File: config.mk
export PLATFORM = sky130hd
export DESIGN_NAME = murmur2_hash32_stream_flat
export DESIGN_NICKNAME = d
export VERILOG_FILES = /design/src/rtl/m2h_pkg.sv /design/src/rtl/m2h_ifs.sv /design/src/rtl/murmur2_hash32_stream.sv /design/src/rtl/m2h_ctrl.sv /design/src/rtl/m2h_datapath.sv /design/src/flat_wrapper.sv
export SDC_FILE = /design/constraint.sdc
export NUM_CORES = 1
export LEC_CHECK = 0
export BUFFER_PORTS_ARGS = -buffer_cell sky130_fd_sc_hd__buf_2
export CORE_UTILIZATION = 40
export CTS_BUF_LIST = sky130_fd_sc_hd__clkbuf_4
export DETAILED_ROUTE_END_ITERATION = 10
export PLACE_DENSITY = 0.63
export SLEW_MARGIN = 20
export SYNTH_ARGS = -nofsm -noshare
export SYNTH_HDL_FRONTEND = slang
export SYNTH_SLANG_ARGS = --single-unit
File: constraint.sdc
create_clock -name clk -period 10.91 [get_ports clk]
set_clock_uncertainty 0.1 [all_clocks]
set_input_delay 1.6365 -clock clk [delete_from_list [all_inputs] [get_ports clk]]
set_output_delay 1.6365 -clock clk [all_outputs]
set_load 0.02 [all_outputs]
File: src/rtl/m2h_pkg.sv
`default_nettype none

package m2h_pkg;

    localparam int unsigned WORD_W = 32;
    localparam int unsigned VB_W   = 3;

    localparam logic [WORD_W-1:0] MIX_MUL    = 32'h5bd1e995;
    localparam logic [WORD_W-1:0] SEED_RESET = 32'h9747b28c;
    localparam int unsigned MIX_SHIFT   = 24;
    localparam int unsigned FIN_SHIFT_A = 13;
    localparam int unsigned FIN_SHIFT_B = 15;

    localparam logic [VB_W-1:0] VB_FULL = 3'd4;
    localparam logic [VB_W-1:0] VB_NONE = 3'd0;

    // Operand selection for the shared multiplier.
    typedef enum logic [2:0] {
        OP_K1   = 3'd0,
        OP_K2   = 3'd1,
        OP_H    = 3'd2,
        OP_TAIL = 3'd3,
        OP_FIN  = 3'd4
    } mul_op_t;

    typedef struct packed {
        logic    accept;
        logic    step;
        mul_op_t op;
    } m2h_cmd_t;

    typedef struct packed {
        logic in_full;
        logic in_tail;
        logic item_last;
        logic out_free;
    } m2h_status_t;

    // Mask that keeps the low bytes of a short last word.
    function automatic logic [WORD_W-1:0] byte_mask(input logic [VB_W-1:0] vb);
        logic [WORD_W-1:0] m;
        begin
            case (vb)
                3'd0:    m = 32'h0000_0000;
                3'd1:    m = 32'h0000_00ff;
                3'd2:    m = 32'h0000_ffff;
                3'd3:    m = 32'h00ff_ffff;
                default: m = 32'hffff_ffff;
            endcase
            return m;
        end
    endfunction

endpackage

`default_nettype wire

File: src/rtl/m2h_ifs.sv
`default_nettype none

interface m2h_key_if;
    logic                        valid;
    logic                        ready;
    logic [m2h_pkg::WORD_W-1:0]  key_word;
    logic [m2h_pkg::VB_W-1:0]    valid_bytes;
    logic                        first_word;
    logic                        last_word;
    logic [m2h_pkg::WORD_W-1:0]  key_length;

    modport source (output valid, key_word, valid_bytes, first_word, last_word, key_length,
                    input ready);
    modport sink   (input valid, key_word, valid_bytes, first_word, last_word, key_length,
                    output ready);
endinterface

interface m2h_hash_if;
    logic                        valid;
    logic                        ready;
    logic [m2h_pkg::WORD_W-1:0]  digest;
    logic                        length_error;

    modport source (output valid, digest, length_error, input ready);
    modport sink   (input valid, digest, length_error, output ready);
endinterface

interface m2h_cfg_if;
    logic                        valid;
    logic                        ready;
    logic [m2h_pkg::WORD_W-1:0]  hash_seed;

    modport source (output valid, hash_seed, input ready);
    modport sink   (input valid, hash_seed, output ready);
endinterface

`default_nettype wire

File: src/rtl/murmur2_hash32_stream.sv
// A word is taken only in the idle state. A full word runs the K1, K2 and H steps,
// a last full word then adds FIN, a short last word runs TAIL then FIN and an
// empty last word runs FIN alone; FIN waits while the output register is full.
// The one shared multiplier sets this pace. A result waits in the output register while the next words are taken.
// Reset clears the hash, the length and byte counters, and loads the seed.
`default_nettype none

module murmur2_hash32_stream (
    input wire logic  clk,
    input wire logic  rst_n,
    m2h_key_if.sink   key,
    m2h_hash_if.source hash,
    m2h_cfg_if.sink   cfg
);
    import m2h_pkg::*;

    m2h_cmd_t    cmd;
    m2h_status_t status;
    logic        key_ready;
    logic        out_valid;
    logic        cfg_write;

    assign key.ready = key_ready;
    assign cfg.ready = 1'b1;
    assign cfg_write = cfg.valid;
    assign hash.valid = out_valid;

    m2h_ctrl u_ctrl (
        .clk      (clk),
        .rst_n    (rst_n),
        .in_valid (key.valid),
        .in_ready (key_ready),
        .status   (status),
        .cmd      (cmd)
    );

    m2h_datapath u_datapath (
        .clk          (clk),
        .rst_n        (rst_n),
        .cmd          (cmd),
        .status       (status),
        .key_word     (key.key_word),
        .valid_bytes  (key.valid_bytes),
        .first_word   (key.first_word),
        .last_word    (key.last_word),
        .key_length   (key.key_length),
        .cfg_write    (cfg_write),
        .cfg_seed     (cfg.hash_seed),
        .out_valid    (out_valid),
        .out_ready    (hash.ready),
        .digest       (hash.digest),
        .length_error (hash.length_error)
    );

endmodule

`default_nettype wire

File: src/rtl/m2h_ctrl.sv
`default_nettype none

module m2h_ctrl (
    input  wire logic                 clk,
    input  wire logic                 rst_n,
    input  wire logic                 in_valid,
    output logic                      in_ready,
    input  wire m2h_pkg::m2h_status_t status,
    output m2h_pkg::m2h_cmd_t         cmd
);
    import m2h_pkg::*;

    typedef enum logic [5:0] {
        ST_IDLE = 6'b000001,
        ST_K1   = 6'b000010,
        ST_K2   = 6'b000100,
        ST_H    = 6'b001000,
        ST_TAIL = 6'b010000,
        ST_FIN  = 6'b100000
    } state_t;

    state_t state_reg;
    state_t state_next;
    logic   accept;

    assign in_ready = (state_reg == ST_IDLE);
    assign accept   = in_valid && in_ready;

    always_comb
    begin
        state_next = state_reg;
        cmd.accept = 1'b0;
        cmd.step   = 1'b0;
        cmd.op     = OP_K1;
        case (state_reg)
            ST_IDLE:
            begin
                cmd.accept = accept;
                if (accept)
                begin
                    if (status.in_full)
                        state_next = ST_K1;
                    else if (status.in_tail)
                        state_next = ST_TAIL;
                    else
                        state_next = ST_FIN;
                end
            end
            ST_K1:
            begin
                cmd.step   = 1'b1;
                cmd.op     = OP_K1;
                state_next = ST_K2;
            end
            ST_K2:
            begin
                cmd.step   = 1'b1;
                cmd.op     = OP_K2;
                state_next = ST_H;
            end
            ST_H:
            begin
                cmd.step   = 1'b1;
                cmd.op     = OP_H;
                state_next = status.item_last ? ST_FIN : ST_IDLE;
            end
            ST_TAIL:
            begin
                cmd.step   = 1'b1;
                cmd.op     = OP_TAIL;
                state_next = ST_FIN;
            end
            ST_FIN:
            begin
                // The result waits here until the output register can take it.
                cmd.op = OP_FIN;
                if (status.out_free)
                begin
                    cmd.step   = 1'b1;
                    state_next = ST_IDLE;
                end
            end
            default:
            begin
                state_next = ST_IDLE;
            end
        endcase
    end

    always_ff @(posedge clk or negedge rst_n)
    begin
        if (!rst_n)
            state_reg <= ST_IDLE;
        else
            state_reg <= state_next;
    end

endmodule

`default_nettype wire

File: src/rtl/m2h_datapath.sv
`default_nettype none

module m2h_datapath (
    input  wire logic                          clk,
    input  wire logic                          rst_n,
    input  wire m2h_pkg::m2h_cmd_t             cmd,
    output m2h_pkg::m2h_status_t               status,
    input  wire logic [m2h_pkg::WORD_W-1:0]    key_word,
    input  wire logic [m2h_pkg::VB_W-1:0]      valid_bytes,
    input  wire logic                          first_word,
    input  wire logic                          last_word,
    input  wire logic [m2h_pkg::WORD_W-1:0]    key_length,
    input  wire logic                          cfg_write,
    input  wire logic [m2h_pkg::WORD_W-1:0]    cfg_seed,
    output logic                               out_valid,
    input  wire logic                          out_ready,
    output logic [m2h_pkg::WORD_W-1:0]         digest,
    output logic                               length_error
);
    import m2h_pkg::*;

    logic [WORD_W-1:0] seed_reg;
    logic [WORD_W-1:0] hash_reg,  hash_next;
    logic [WORD_W-1:0] decl_reg,  decl_next;
    logic [WORD_W-1:0] bytes_reg, bytes_next;
    logic              last_reg;
    logic [WORD_W-1:0] word_reg;
    logic [WORD_W-1:0] k_reg;
    logic              out_valid_reg, out_valid_next;
    logic [WORD_W-1:0] out_hash_reg;
    logic              out_err_reg;

    logic [VB_W-1:0]   vb_sat;
    logic [WORD_W-1:0] bytes_base;
    logic [WORD_W-1:0] bytes_add;
    logic [WORD_W-1:0] mul_in;
    logic [WORD_W-1:0] prod;
    logic              fin_write;

    // Counts above four are treated as a full word.
    assign vb_sat = (valid_bytes > VB_FULL) ? VB_FULL : valid_bytes;

    assign status.in_full   = !last_word || (vb_sat == VB_FULL);
    assign status.in_tail   = last_word && (vb_sat != VB_FULL) && (vb_sat != VB_NONE);
    assign status.item_last = last_reg;
    assign status.out_free  = !out_valid_reg || out_ready;

    assign bytes_base = first_word ? '0 : bytes_reg;
    assign bytes_add  = last_word ? {{(WORD_W-VB_W){1'b0}}, vb_sat} : WORD_W'(4);

    always_comb
    begin
        case (cmd.op)
            OP_K1:   mul_in = word_reg;
            OP_K2:   mul_in = k_reg ^ (k_reg >> MIX_SHIFT);
            OP_H:    mul_in = hash_reg;
            OP_TAIL: mul_in = hash_reg ^ word_reg;
            OP_FIN:  mul_in = hash_reg ^ (hash_reg >> FIN_SHIFT_A);
            default: mul_in = hash_reg;
        endcase
    end

    // One shared 32x32 multiplier, low half of the product only.
    assign prod      = mul_in * MIX_MUL;
    assign fin_write = cmd.step && (cmd.op == OP_FIN);

    always_comb
    begin
        hash_next  = hash_reg;
        decl_next  = decl_reg;
        bytes_next = bytes_reg;
        if (cmd.accept)
        begin
            if (first_word)
            begin
                hash_next = seed_reg ^ key_length;
                decl_next = key_length;
            end
            bytes_next = bytes_base + bytes_add;
        end
        else if (cmd.step && (cmd.op == OP_H))
            hash_next = prod ^ k_reg;
        else if (cmd.step && (cmd.op == OP_TAIL))
            hash_next = prod;
    end

    always_comb
    begin
        out_valid_next = out_valid_reg;
        if (fin_write)
            out_valid_next = 1'b1;
        else if (out_ready)
            out_valid_next = 1'b0;
    end

    always_ff @(posedge clk or negedge rst_n)
    begin
        if (!rst_n)
        begin
            seed_reg      <= SEED_RESET;
            hash_reg      <= '0;
            decl_reg      <= '0;
            bytes_reg     <= '0;
            last_reg      <= 1'b0;
            out_valid_reg <= 1'b0;
        end
        else
        begin
            if (cfg_write)
                seed_reg <= cfg_seed;
            hash_reg      <= hash_next;
            decl_reg      <= decl_next;
            bytes_reg     <= bytes_next;
            out_valid_reg <= out_valid_next;
            if (cmd.accept)
                last_reg <= last_word;
        end
    end

    always_ff @(posedge clk)
    begin
        if (cmd.accept)
            word_reg <= last_word ? (key_word & byte_mask(vb_sat)) : key_word;
        if (cmd.step && ((cmd.op == OP_K1) || (cmd.op == OP_K2)))
            k_reg <= prod;
        if (fin_write)
        begin
            out_hash_reg <= prod ^ (prod >> FIN_SHIFT_B);
            out_err_reg  <= (bytes_reg != decl_reg);
        end
    end

    assign out_valid    = out_valid_reg;
    assign digest       = out_hash_reg;
    assign length_error = out_err_reg;

endmodule

`default_nettype wire
File: src/flat_wrapper.sv
// flat-port wrapper written by rule: the top's interface ports become plain ports
module murmur2_hash32_stream_flat import m2h_pkg::*;
  (clk, rst_n, key_valid, key_key_word, key_valid_bytes, key_first_word, key_last_word, key_key_length, key_ready, hash_valid, hash_digest, hash_length_error, hash_ready, cfg_valid, cfg_hash_seed, cfg_ready);
  m2h_key_if key_i ();
  m2h_hash_if hash_i ();
  m2h_cfg_if cfg_i ();
  input wire logic clk;
  input wire logic rst_n;
  input wire logic [$bits(key_i.valid)-1:0] key_valid;
  input wire logic [$bits(key_i.key_word)-1:0] key_key_word;
  input wire logic [$bits(key_i.valid_bytes)-1:0] key_valid_bytes;
  input wire logic [$bits(key_i.first_word)-1:0] key_first_word;
  input wire logic [$bits(key_i.last_word)-1:0] key_last_word;
  input wire logic [$bits(key_i.key_length)-1:0] key_key_length;
  output wire logic [$bits(key_i.ready)-1:0] key_ready;
  output wire logic [$bits(hash_i.valid)-1:0] hash_valid;
  output wire logic [$bits(hash_i.digest)-1:0] hash_digest;
  output wire logic [$bits(hash_i.length_error)-1:0] hash_length_error;
  input wire logic [$bits(hash_i.ready)-1:0] hash_ready;
  input wire logic [$bits(cfg_i.valid)-1:0] cfg_valid;
  input wire logic [$bits(cfg_i.hash_seed)-1:0] cfg_hash_seed;
  output wire logic [$bits(cfg_i.ready)-1:0] cfg_ready;
  assign key_i.valid = key_valid;
  assign key_i.key_word = key_key_word;
  assign key_i.valid_bytes = key_valid_bytes;
  assign key_i.first_word = key_first_word;
  assign key_i.last_word = key_last_word;
  assign key_i.key_length = key_key_length;
  assign key_ready = key_i.ready;
  assign hash_valid = hash_i.valid;
  assign hash_digest = hash_i.digest;
  assign hash_length_error = hash_i.length_error;
  assign hash_i.ready = hash_ready;
  assign cfg_i.valid = cfg_valid;
  assign cfg_i.hash_seed = cfg_hash_seed;
  assign cfg_ready = cfg_i.ready;
  murmur2_hash32_stream u_core (.clk(clk), .rst_n(rst_n), .key(key_i), .hash(hash_i), .cfg(cfg_i));
endmodule
### Word-level counts from Yosys, hierarchy flattened

Index checks and enable logic that the tools add are counted.

| word-level totals | value |
|---|---|
| ROM bits | 0 |
| bits in latches | 0 |
| bits in writable memories | 0 |
| output and inout port bits | 36 |
| word-level logic and storage cells | 82 |
| memories kept | 0 |
| register bits after elaboration | 233 |

| cells by class | value |
|---|---|
| equality and inequality tests | 19 |
| add/sub/neg operators | 1 |
| $mul | 1 |
| shift-type cells | 0 |
| reduce and logical (&&, ||, !) cells | 20 |
| bitwise gates (word level) | 7 |
| muxes and demuxes | 22 |
| $lt $le $gt $ge | 1 |
| divide/modulo/power cells | 0 |

Operator list:

| operator | count |
|---|---|
| $pmux W32 S4 | 2 |
| $mux W32 | 7 |
| $xor A32 B32 Y32 | 3 |
| $pmux W6 S6 | 1 |
| $add A32 B3 Y32 | 1 |
| $and A32 B32 Y32 | 1 |
| $mul A32 B31 Y32 const B | 1 |
| $ne A32 B32 Y1 | 1 |
| $xor A32 B17 Y32 | 1 |
| $xor A32 B19 Y32 | 1 |
| $xor A32 B8 Y32 | 1 |
| $mux W6 | 5 |
| $pmux W4 S5 | 1 |
| $eq A3 B2 Y1 const B | 4 |
| $logic_and A1 B1 Y1 | 7 |
| $eq A3 B1 Y1 const B | 2 |
| $eq A3 B3 Y1 const B | 2 |
| $eq A6 B1 Y1 const B | 1 |
| $eq A6 B2 Y1 const B | 1 |
| $eq A6 B3 Y1 const B | 1 |
| $eq A6 B4 Y1 const B | 1 |
| $eq A6 B5 Y1 const B | 1 |
| $eq A6 B6 Y1 const B | 1 |
| $logic_not A3 Y1 | 2 |
| 11 further kinds | 22 |

### Logic depth before layout (Yosys ltp)

Gate-level depths: netlist of the first run.

| logic depth | value |
|---|---|
| word-level depth | 10 |
| depth in mapped cells | 36 |
| gate-level depth less buffers | 34 |

### By module

A second synthesis of the first run with hierarchy kept.

| second synthesis, totals | value |
|---|---|
| cell total of the unflattened synthesis | 2,024 |
| area total of the unflattened synthesis | 20,873.8 um^2 |

By module, submodules not included:

| module | times used | area an instance (um^2) | cells each | sequential area each (um^2) |
|---|---|---|---|---|
| m2h_datapath | 1 | 20,477.1 | 1,980 | 6,185.9 |
| m2h_ctrl | 1 | 385.4 | 42 | 151.4 |
| murmur2_hash32_stream | 1 | 11.3 | 2 | 0.0 |

### Worst setup path before layout of the first run

Ideal clock, no wire load.

| path | value |
|---|---|
| path kind | register -> register |
| start point | register u_core.u_ctrl.state_reg[3] |
| end point | register u_core.u_datapath.out_hash_reg[16] (netlist: u_core.u_datapath.digest[16]) (data pin) |
| setup time | 272 ps |
| setup slack | 2,044 ps |
| buffers on the path | 3 |
| arrival | 8,494 ps |
| stages on the path, launching flop included | 29 |
| period minus slack after synthesis | 8,866 ps |
| path through | dfrtp_1 > buf_6 > nor4b_4 > and2_4 > clkbuf_1 > clkbuf_1 > a221o_1 > a222oi_1 > a21oi_1 > fa_1 > fa_1 > inv_1 > fa_1 > inv_1 > fa_1 > fa_1 > fa_1 > inv_1 > fa_1 > fa_1 > xnor2_1 > xnor2_1 > xnor3_1 > xnor3_1 > xnor2_1 > xor2_1 > xnor3_2 > xor2_2 > xor2_1 |

| between the ends | value |
|---|---|
| cells in the longest elaborated chain, start to end | 6 |

RTL lines:

| what | line | text |
|---|---|---|
| start: declaration | m2h_ctrl.sv:22 | `state_t state_reg;` |
| start signal: assignment | m2h_ctrl.sv:95 | `state_reg <= state_next;` |
| $eq A6 B6 Y1 (tied with other cells) | m2h_ctrl.sv:35 | `case (state_reg)` |
| $pmux W4 S5 (*) | m2h_ctrl.sv:35 |  |
| $eq A3 B3 Y1 (tied with other cells) | m2h_datapath.sv:53 | `case (cmd.op)` |
| $pmux W32 S4 (*) | m2h_datapath.sv:53 |  |
| $mul A32 B31 Y32 (*) | m2h_datapath.sv:64 | `assign prod = mul_in * MIX_MUL;` |
| named net u_core.u_datapath.prod[31] | m2h_datapath.sv:37 | `logic [WORD_W-1:0] prod;` |
| $xor A32 B17 Y32 (*) | m2h_datapath.sv:128 | `out_hash_reg <= prod ^ (prod >> FIN_SHIFT_B);` |
| end signal: assignment | m2h_datapath.sv:128 |  |
| end: declaration | m2h_datapath.sv:30 | `logic [WORD_W-1:0] out_hash_reg;` |

Mark *: on every way through the listed nets, which the timed path passes. The rest lies on a longest branch.
A chain may end at the register's enable or synchronous reset.

### Worst setup path after layout of the first run

| path | value |
|---|---|
| start point | register u_core.u_ctrl.state_reg[3] |
| end point | register u_core.u_datapath.hash_reg[30] |

| between the ends | value |
|---|---|
| cells in the longest elaborated chain, start to end | 8 |

RTL lines:

| what | line | text |
|---|---|---|
| $eq A6 B6 Y1 (tied with other cells) | m2h_ctrl.sv:35 |  |
| $pmux W4 S5 (*) | m2h_ctrl.sv:35 |  |
| $eq A3 B3 Y1 (tied with other cells) | m2h_datapath.sv:53 |  |
| $pmux W32 S4 (*) | m2h_datapath.sv:53 |  |
| $mul A32 B31 Y32 (*) | m2h_datapath.sv:64 |  |
| named net u_core.u_datapath.prod[30] | m2h_datapath.sv:37 |  |
| $mux W32 / $xor A32 B32 Y32 (equally long branches) | m2h_datapath.sv:83, m2h_datapath.sv:82 |  |
| $mux W32 (*) | m2h_datapath.sv:81 | `else if (cmd.step && (cmd.op == OP_H))` |
| $mux W32 (*) | m2h_datapath.sv:72 | `if (cmd.accept)` |
| end signal: assignment | m2h_datapath.sv:111 | `hash_reg <= hash_next;` |
| end: declaration | m2h_datapath.sv:23 | `logic [WORD_W-1:0] hash_reg, hash_next;` |

Mark *: on every way through the listed nets, which the timed path passes. The rest lies on a longest branch. The select of a mux whose other input is x is not followed.

==> key figures, run 1 <==
Run status
  – Run status: finished, final reports clean

Critical path
  – Buf/Inv on CP: 7
  – Crit path largest cell delay: 0.83 ns
  – Crit path kind: reg -> reg
  – Critical path endpoint category: flip-flop
  – Critical Path RT: around 11 ns
  – CP arrival: 10.39 ns
  – Startpoint types: flip-flop
  – Largest fanout on the critical path: 35
  – Crit path max-delay family: adder cells
  – Slowest-stage cell, CP: a311oi_1

Timing
  – Max frequency: between 100 and 150 MHz
  – Final period utilization: 0.9017
  – Final Max Tran Viols: 0
  – Hold Worst Slack: 0.3984 ns
  – Worst-Margin Slew: 1.048 ns
  – Setup TNS: 0 ns
  – Minimum clock period: 9.838 ns
  – Slew Limit Headroom: 0.2992
  – Fin. Hold Viols: 0
  – Final setup violation count: 0
  – RSZ-0062 raised after global routing: no

Finish
  – Layout Nets: 2,720
  – Area of the multi-input gates: about 0.013 mm2
  – Layout overhead on the synthesized area: 12.37%
  – Fillers: 4,813
  – FF/Latch Area: 0.006337 mm2
  – Share of cells above drive strength 1: 0.1628

Clock tree
  – Clk sink count: 233
  – Max clock buf depth: 3
  – H-tree Lvls: 3
  – Root Driver: clkbuf_4
  – # resized after CTS: 0
  – Setup bufs post-CTS: 0
  – # hold bufs at CTS: 0
  – CTS tree: yes
  – Clk Latency, worst-skew pair: 0.79 ns
  – Clock-pin slew on the worst setup and hold paths: 0.07 ns
  – TritonCTS buffer count: 67

Synth
  – Async S/R FF share, synth: 0.5837
  – Seq cells post-synth: 233
  – Biggest area consumer among synthesized cells: fa_1
  – Yosys top cell area share: 0.1771
  – Top post-synthesis cells by area: fa_1 (18%), dfrtp_1 (14%), edfxtp_1 (14%)
  – Ys flop type: dfrtp_1
  – Commonest cells post-synth: inv_1 (368), nand2_1 (225), ha_1 (220)
  – Synthesized area: 0.02057 mm2
  – Number of enable flip-flop cells after synthesis: 97
  – Distinct cells, synth: 80
  – Synthesized area per cell: 10.15 um2
  – YS warnings: 0
  – Most frequent cell after synthesis: inv_1
  – Synthesized instance count: 2,027
  – Post-synthesis sequential area ratio: 0.3081
  – Net Count, Synth: between 2,000 and 3,000

Die
  – Die area: 0.05233 mm2
  – Row cnt: 82
  – Die height: 228.8 um
  – Core area: 0.05048 mm2
  – I/O Pins: 142
  – Initial core utilization: 0.4075
  – Die Wd: 228.8 um

Route
  – Drt drc: 0
  – Met2 WL: 29,040 um
  – Final WL: roughly 62,000 um
  – ANT nets after route: 0
  – Via count of the routed design: 15,430
  – First-pass detailed-route iteration total: 8
  – Top Layer Used: met5
  – DR WL/cell: 21.23 um
  – Met3 Wirelength: between 4000 and 5000 um
  – Initial DRC Count: about 1,200
  – Met1 WL: 26,310 um
  – Number of vias per cell: 5.240

Global route
  – Initial antenna violation count: 4
  – Largest net degree at the start of global routing: 76
  – Vias in the first global route: 16,260
  – First-pass GRT wire length: between 90,000 and 100,000 um
  – Total GRT Usage: 0.2449
  – Total grt overflow: 0

Run
  – Max cap viols: 0

Hold path
  – HP Class: reg -> reg

Placed design
  – HPWL Detailed: 48,680 um
  – PortBufs: 140
  – Final Wtd Congestion: 0.9350
==> worst min-delay path, cell delays in order (launching register included) <==
cell and delay, ns:
dfrtp_1 0.35, nand2_1 0.06, nand2_1 0.06
==> through the flow <==
stage / cell area, um2 / setup slack (ns) / std cells / utilization
global placement: 22150 / 1.336 / 2815 / 0.4387
finish: 23110 / 1.072 / 2944 / 0.4579
detailed placement: 22150 / 1.220 / 2815 / 0.4387
floorplan: 20570 / 2.044 / 2027 / -
CTS: 23100 / 1.195 / 2939 / 0.4576
global route: 23110 / 0.5627 / 2942 / 0.4578
==> logic make-up after synthesis <==
| logic type | Yosys count | synth area share |
|---|---|---|
| AND/OR/NAND/NOR | 447 | 0.1006 |
| buffers and inverters | 433 | 0.08109 |
| adder cells (fa/ha/maj) | 402 | 0.3110 |
| AO/OA/AOI/OAI | 278 | 0.09125 |
| flip-flops | 233 | 0.3081 |
| XOR/XNOR | 194 | 0.08681 |
| multiplexers | 39 | 0.02099 |
| other | 1 | 0.0001823 |
==> worst paths after layout <==
| check | start | to | slack (ns) | cells after the start |
|---|---|---|---|---|
| setup / recovery | u_core.u_ctrl.state_reg[3] | u_core.u_datapath.hash_reg[30] | 1.07 | 31 |
| hold / removal | u_core.u_datapath.decl_reg[14] | u_core.u_datapath.decl_reg[14] | 0.40 | 2 |
| setup reg to reg | u_core.u_ctrl.state_reg[3] | u_core.u_datapath.hash_reg[30] | 1.07 | 31 |
| hold reg to reg | u_core.u_datapath.decl_reg[14] | u_core.u_datapath.decl_reg[14] | 0.40 | 2 |
| max in group asynchronous | rst_n | u_core.u_datapath.out_valid | 8.51 | 2 |
| min in group asynchronous | rst_n | u_core.u_datapath.seed_reg[19] | 0.78 | 1 |
==> metal layers <==
layer,track usage,up-vias
met5,0,-
met4,0.1011,2
met3,0.04678,129
met2,0.3918,600
met1,0.3249,7608
li1,-,7088
==> placed cells by master (no fill, tap or decap), types with 14 or more instances in the layout <==
cell      instances
dfstp_2          17
a21oi_1          57
fa_1            182
o21ai_0          64
nor2b_1          23
xnor2_1         122
xor2_1           65
buf_2           139
inv_1           368
nand4_1          22
a221o_1          16
buf_4            39
dfrtp_1         119
nand2_1         224
edfxtp_1         97
o21a_1           14
and2_1           23
nor2_1           67
o22ai_1          15
mux2_2           33
clkbuf_4        105
nand3_1          33
ha_1            220
==> final cells by class <==
class | count | area share
inverter | 370 | 0.06009
multi-input combinational | 1361 | 0.5442
sequential | 233 | 0.2742
antenna | 5 | 0.0005414
clock buffer | 105 | 0.03411
timing repair buffer | 179 | 0.04325
tap | 672 | 0.03638
clock inverter | 19 | 0.007200
Power of run 1 is left out: the tool's default activity adds up to more than one toggle a clock period on the data nets, which glitch-free logic cannot reach.
==> run 2, diff against run 1 <==
Clock period 10.91 ns to 11.55 ns, I/O delays scaled along.
==> run 2 against run 1 <==
Against the previous run: non-clock buffer count shrank 15; critical path type unchanged; sequential cell count is the same; hold slack gained 0.0037 ns; largest cell class unchanged; count of clock-buffer cells in the layout shrank 2.
==> key figures, run 2 (same netlist as run 1, synthesis figures left out) <==
Clock tree
  – Setup bufs post-CTS: 0 (unchanged)
  – # hold bufs at CTS: 0 (unchanged)
  – # resized after CTS: 0 (unchanged)
  – CTS tree: yes
  – Clk Latency, worst-skew pair: 0.80 ns (about the same)
  – Clock-pin slew on the worst setup and hold paths: 0.07 ns (about the same)
  – Root Driver: clkbuf_4
  – TritonCTS buffer count: 69 (+3.0%)
  – Max clock buf depth: 3 (unchanged)
  – Clk sink count: 233 (unchanged)
  – H-tree Lvls: 3 (unchanged)

Global route
  – Met3 Usage GRT: 0.04266 (-0.004117)
  – Vias in the first global route: 16,290 (+0.15%)
  – Total grt overflow: 0 (unchanged)
  – Total GRT Usage: 0.2476 (+0.002788)
  – First-pass GRT wire length: 97,900 um (+1.4%)
  – Met2 GRT Util: 0.3927 (+0.0008549)
  – GR peak layer: met2
  – Met1 global-route usage: 0.3318 (+0.006862)
  – Largest net degree at the start of global routing: 74 (-2.6%)
  – Initial antenna violation count: 3 (-1)

Timing
  – Minimum clock period: 10.03 ns (+0.1877 ns)
  – Fin. Hold Viols: 0 (unchanged)
  – Final setup violation count: 0 (unchanged)
  – RSZ-0062 raised after global routing: no
  – Max frequency: 99.74 MHz (-1.9%)
  – Slew Limit Headroom: 0.2709 (-0.02828)
  – Final Max Tran Viols: 0 (unchanged)
  – Setup TNS: 0 ns (unchanged)
  – Worst-Margin Slew: 1.094 ns (+0.04598 ns)
  – Final period utilization: 0.8680 (-0.03372)

Route
  – Final WL: 63,040 um (+0.88%)
  – Number of vias per cell: 5.291 (+0.97%)
  – First-pass detailed-route iteration total: 5 (-3)
  – Via count of the routed design: 15,490 (+0.42%)
  – ANT nets after route: 0 (unchanged)
  – DR WL/cell: 21.53 um (+1.4%)
  – Drt drc: 0 (unchanged)
  – Initial DRC Count: 1,242 (-0.40%)

Critical path
  – Critical Path RT: 12.17 ns (+0.71 ns)
  – Crit path kind: reg -> reg
  – Critical path endpoint category: flip-flop
  – Crit path largest cell delay: 0.76 ns (-0.07 ns)
  – Slowest-stage cell, CP: a311oi_1
  – Crit path top cell by count: inv_1
  – Largest fanout on the critical path: 35 (unchanged)
  – Startpoint types: flip-flop
  – CP arrival: 10.64 ns (+0.25 ns)

Finish
  – Share of cells above drive strength 1: 0.1579 (-0.004899)
  – Most frequent cells in the layout: inv_1 (368), nand2_1 (224), ha_1 (220)
  – Final cell count without fillers: 2,928 (-0.54%)
  – Layout overhead on the synthesized area: 11.60%
  – Layout Nets: 2,707 (-0.48%)
  – Commonest non-fill, non-tap cell in the layout: inv_1

Hold path
  – HP Class: reg -> reg

Die
  – Row cnt: 82 (unchanged)
  – Core area: 0.05048 mm2 (unchanged)
  – Die height: 228.8 um (unchanged)
  – Initial core utilization: 0.4075 (unchanged)
  – I/O Pins: 142 (unchanged)
  – Die area: 0.05233 mm2 (unchanged)
  – Die Wd: 228.8 um (unchanged)

Placed design
  – Placed insts: 2,800 (-0.53%)
  – PortBufs: 140 (unchanged)
  – Final Wtd Congestion: 0.9537 (+2.0%)
  – HPWL Detailed: 48,660 um (about the same)

Run
  – Max cap viols: 0 (unchanged)

Run status
  – Run status: finished, final reports clean
## run 2: worst paths after layout
check,startpoint,endpoint,slack (ns),depth (start not counted)
worst max-delay path,u_core.u_ctrl.state_reg[3],u_core.u_datapath.hash_reg[30],1.52,32
worst min-delay path,u_core.u_datapath.decl_reg[29],u_core.u_datapath.decl_reg[29],0.40,2
worst max register to register,u_core.u_ctrl.state_reg[3],u_core.u_datapath.hash_reg[30],1.52,32
worst min register to register,u_core.u_datapath.decl_reg[29],u_core.u_datapath.decl_reg[29],0.40,2
max in group asynchronous,rst_n,u_core.u_ctrl.state_reg[5],9.10,2
min in group asynchronous,rst_n,u_core.u_datapath.seed_reg[29],0.87,1
## run 2: cell type report
cell class / count / area [um2]
clock inverters: 24 / 147.6
fillers: 4890 / 27520
flip-flops and latches: 233 / 6337
inverters: 370 / 1389
repair buffers: 164 / 887.1
multi-input cells: 1361 / 12580
well taps: 672 / 840.8
diodes: 1 / 2.502
clock buffers: 103 / 773.2
## run 2: worst max-delay path: cells and delay by family, from the launching register on
family                   cells  cell delay, ns
AO/OA/AOI/OAI                7            2.31
AND/OR/NAND/NOR              7            1.41
flip-flops                   1            0.49
buffers and inverters        9            1.43
adder cells (fa/ha/maj)      9            4.18
## run 2: layer usage
layer | wire length (um) | share of wire
met4 | 2730 | 0.043
met5 | 23 | 0.00036
met2 | 29150 | 0.46
met3 | 4041 | 0.064
met1 | 27090 | 0.43
## run 2: through the flow
| stage | utilization | hold WS, ns | worst slack, ns | cell area, um2 |
|---|---|---|---|---|
| 6_report | 0.4547 | 0.4021 | 1.524 | 22950 |
| 4_1_cts | 0.4547 | 0.4022 | 1.580 | 22950 |
| 5_1_grt | 0.4547 | 0.4268 | 0.9985 | 22950 |
| 2_1_floorplan | - | 0.3665 | 2.684 | 20570 |
| 3_5_place_dp | 0.4364 | 0.3861 | 1.627 | 22030 |
| 3_3_place_gp | 0.4364 | 0.3815 | 1.909 | 22030 |
Power of run 2 is left out for the same reason.
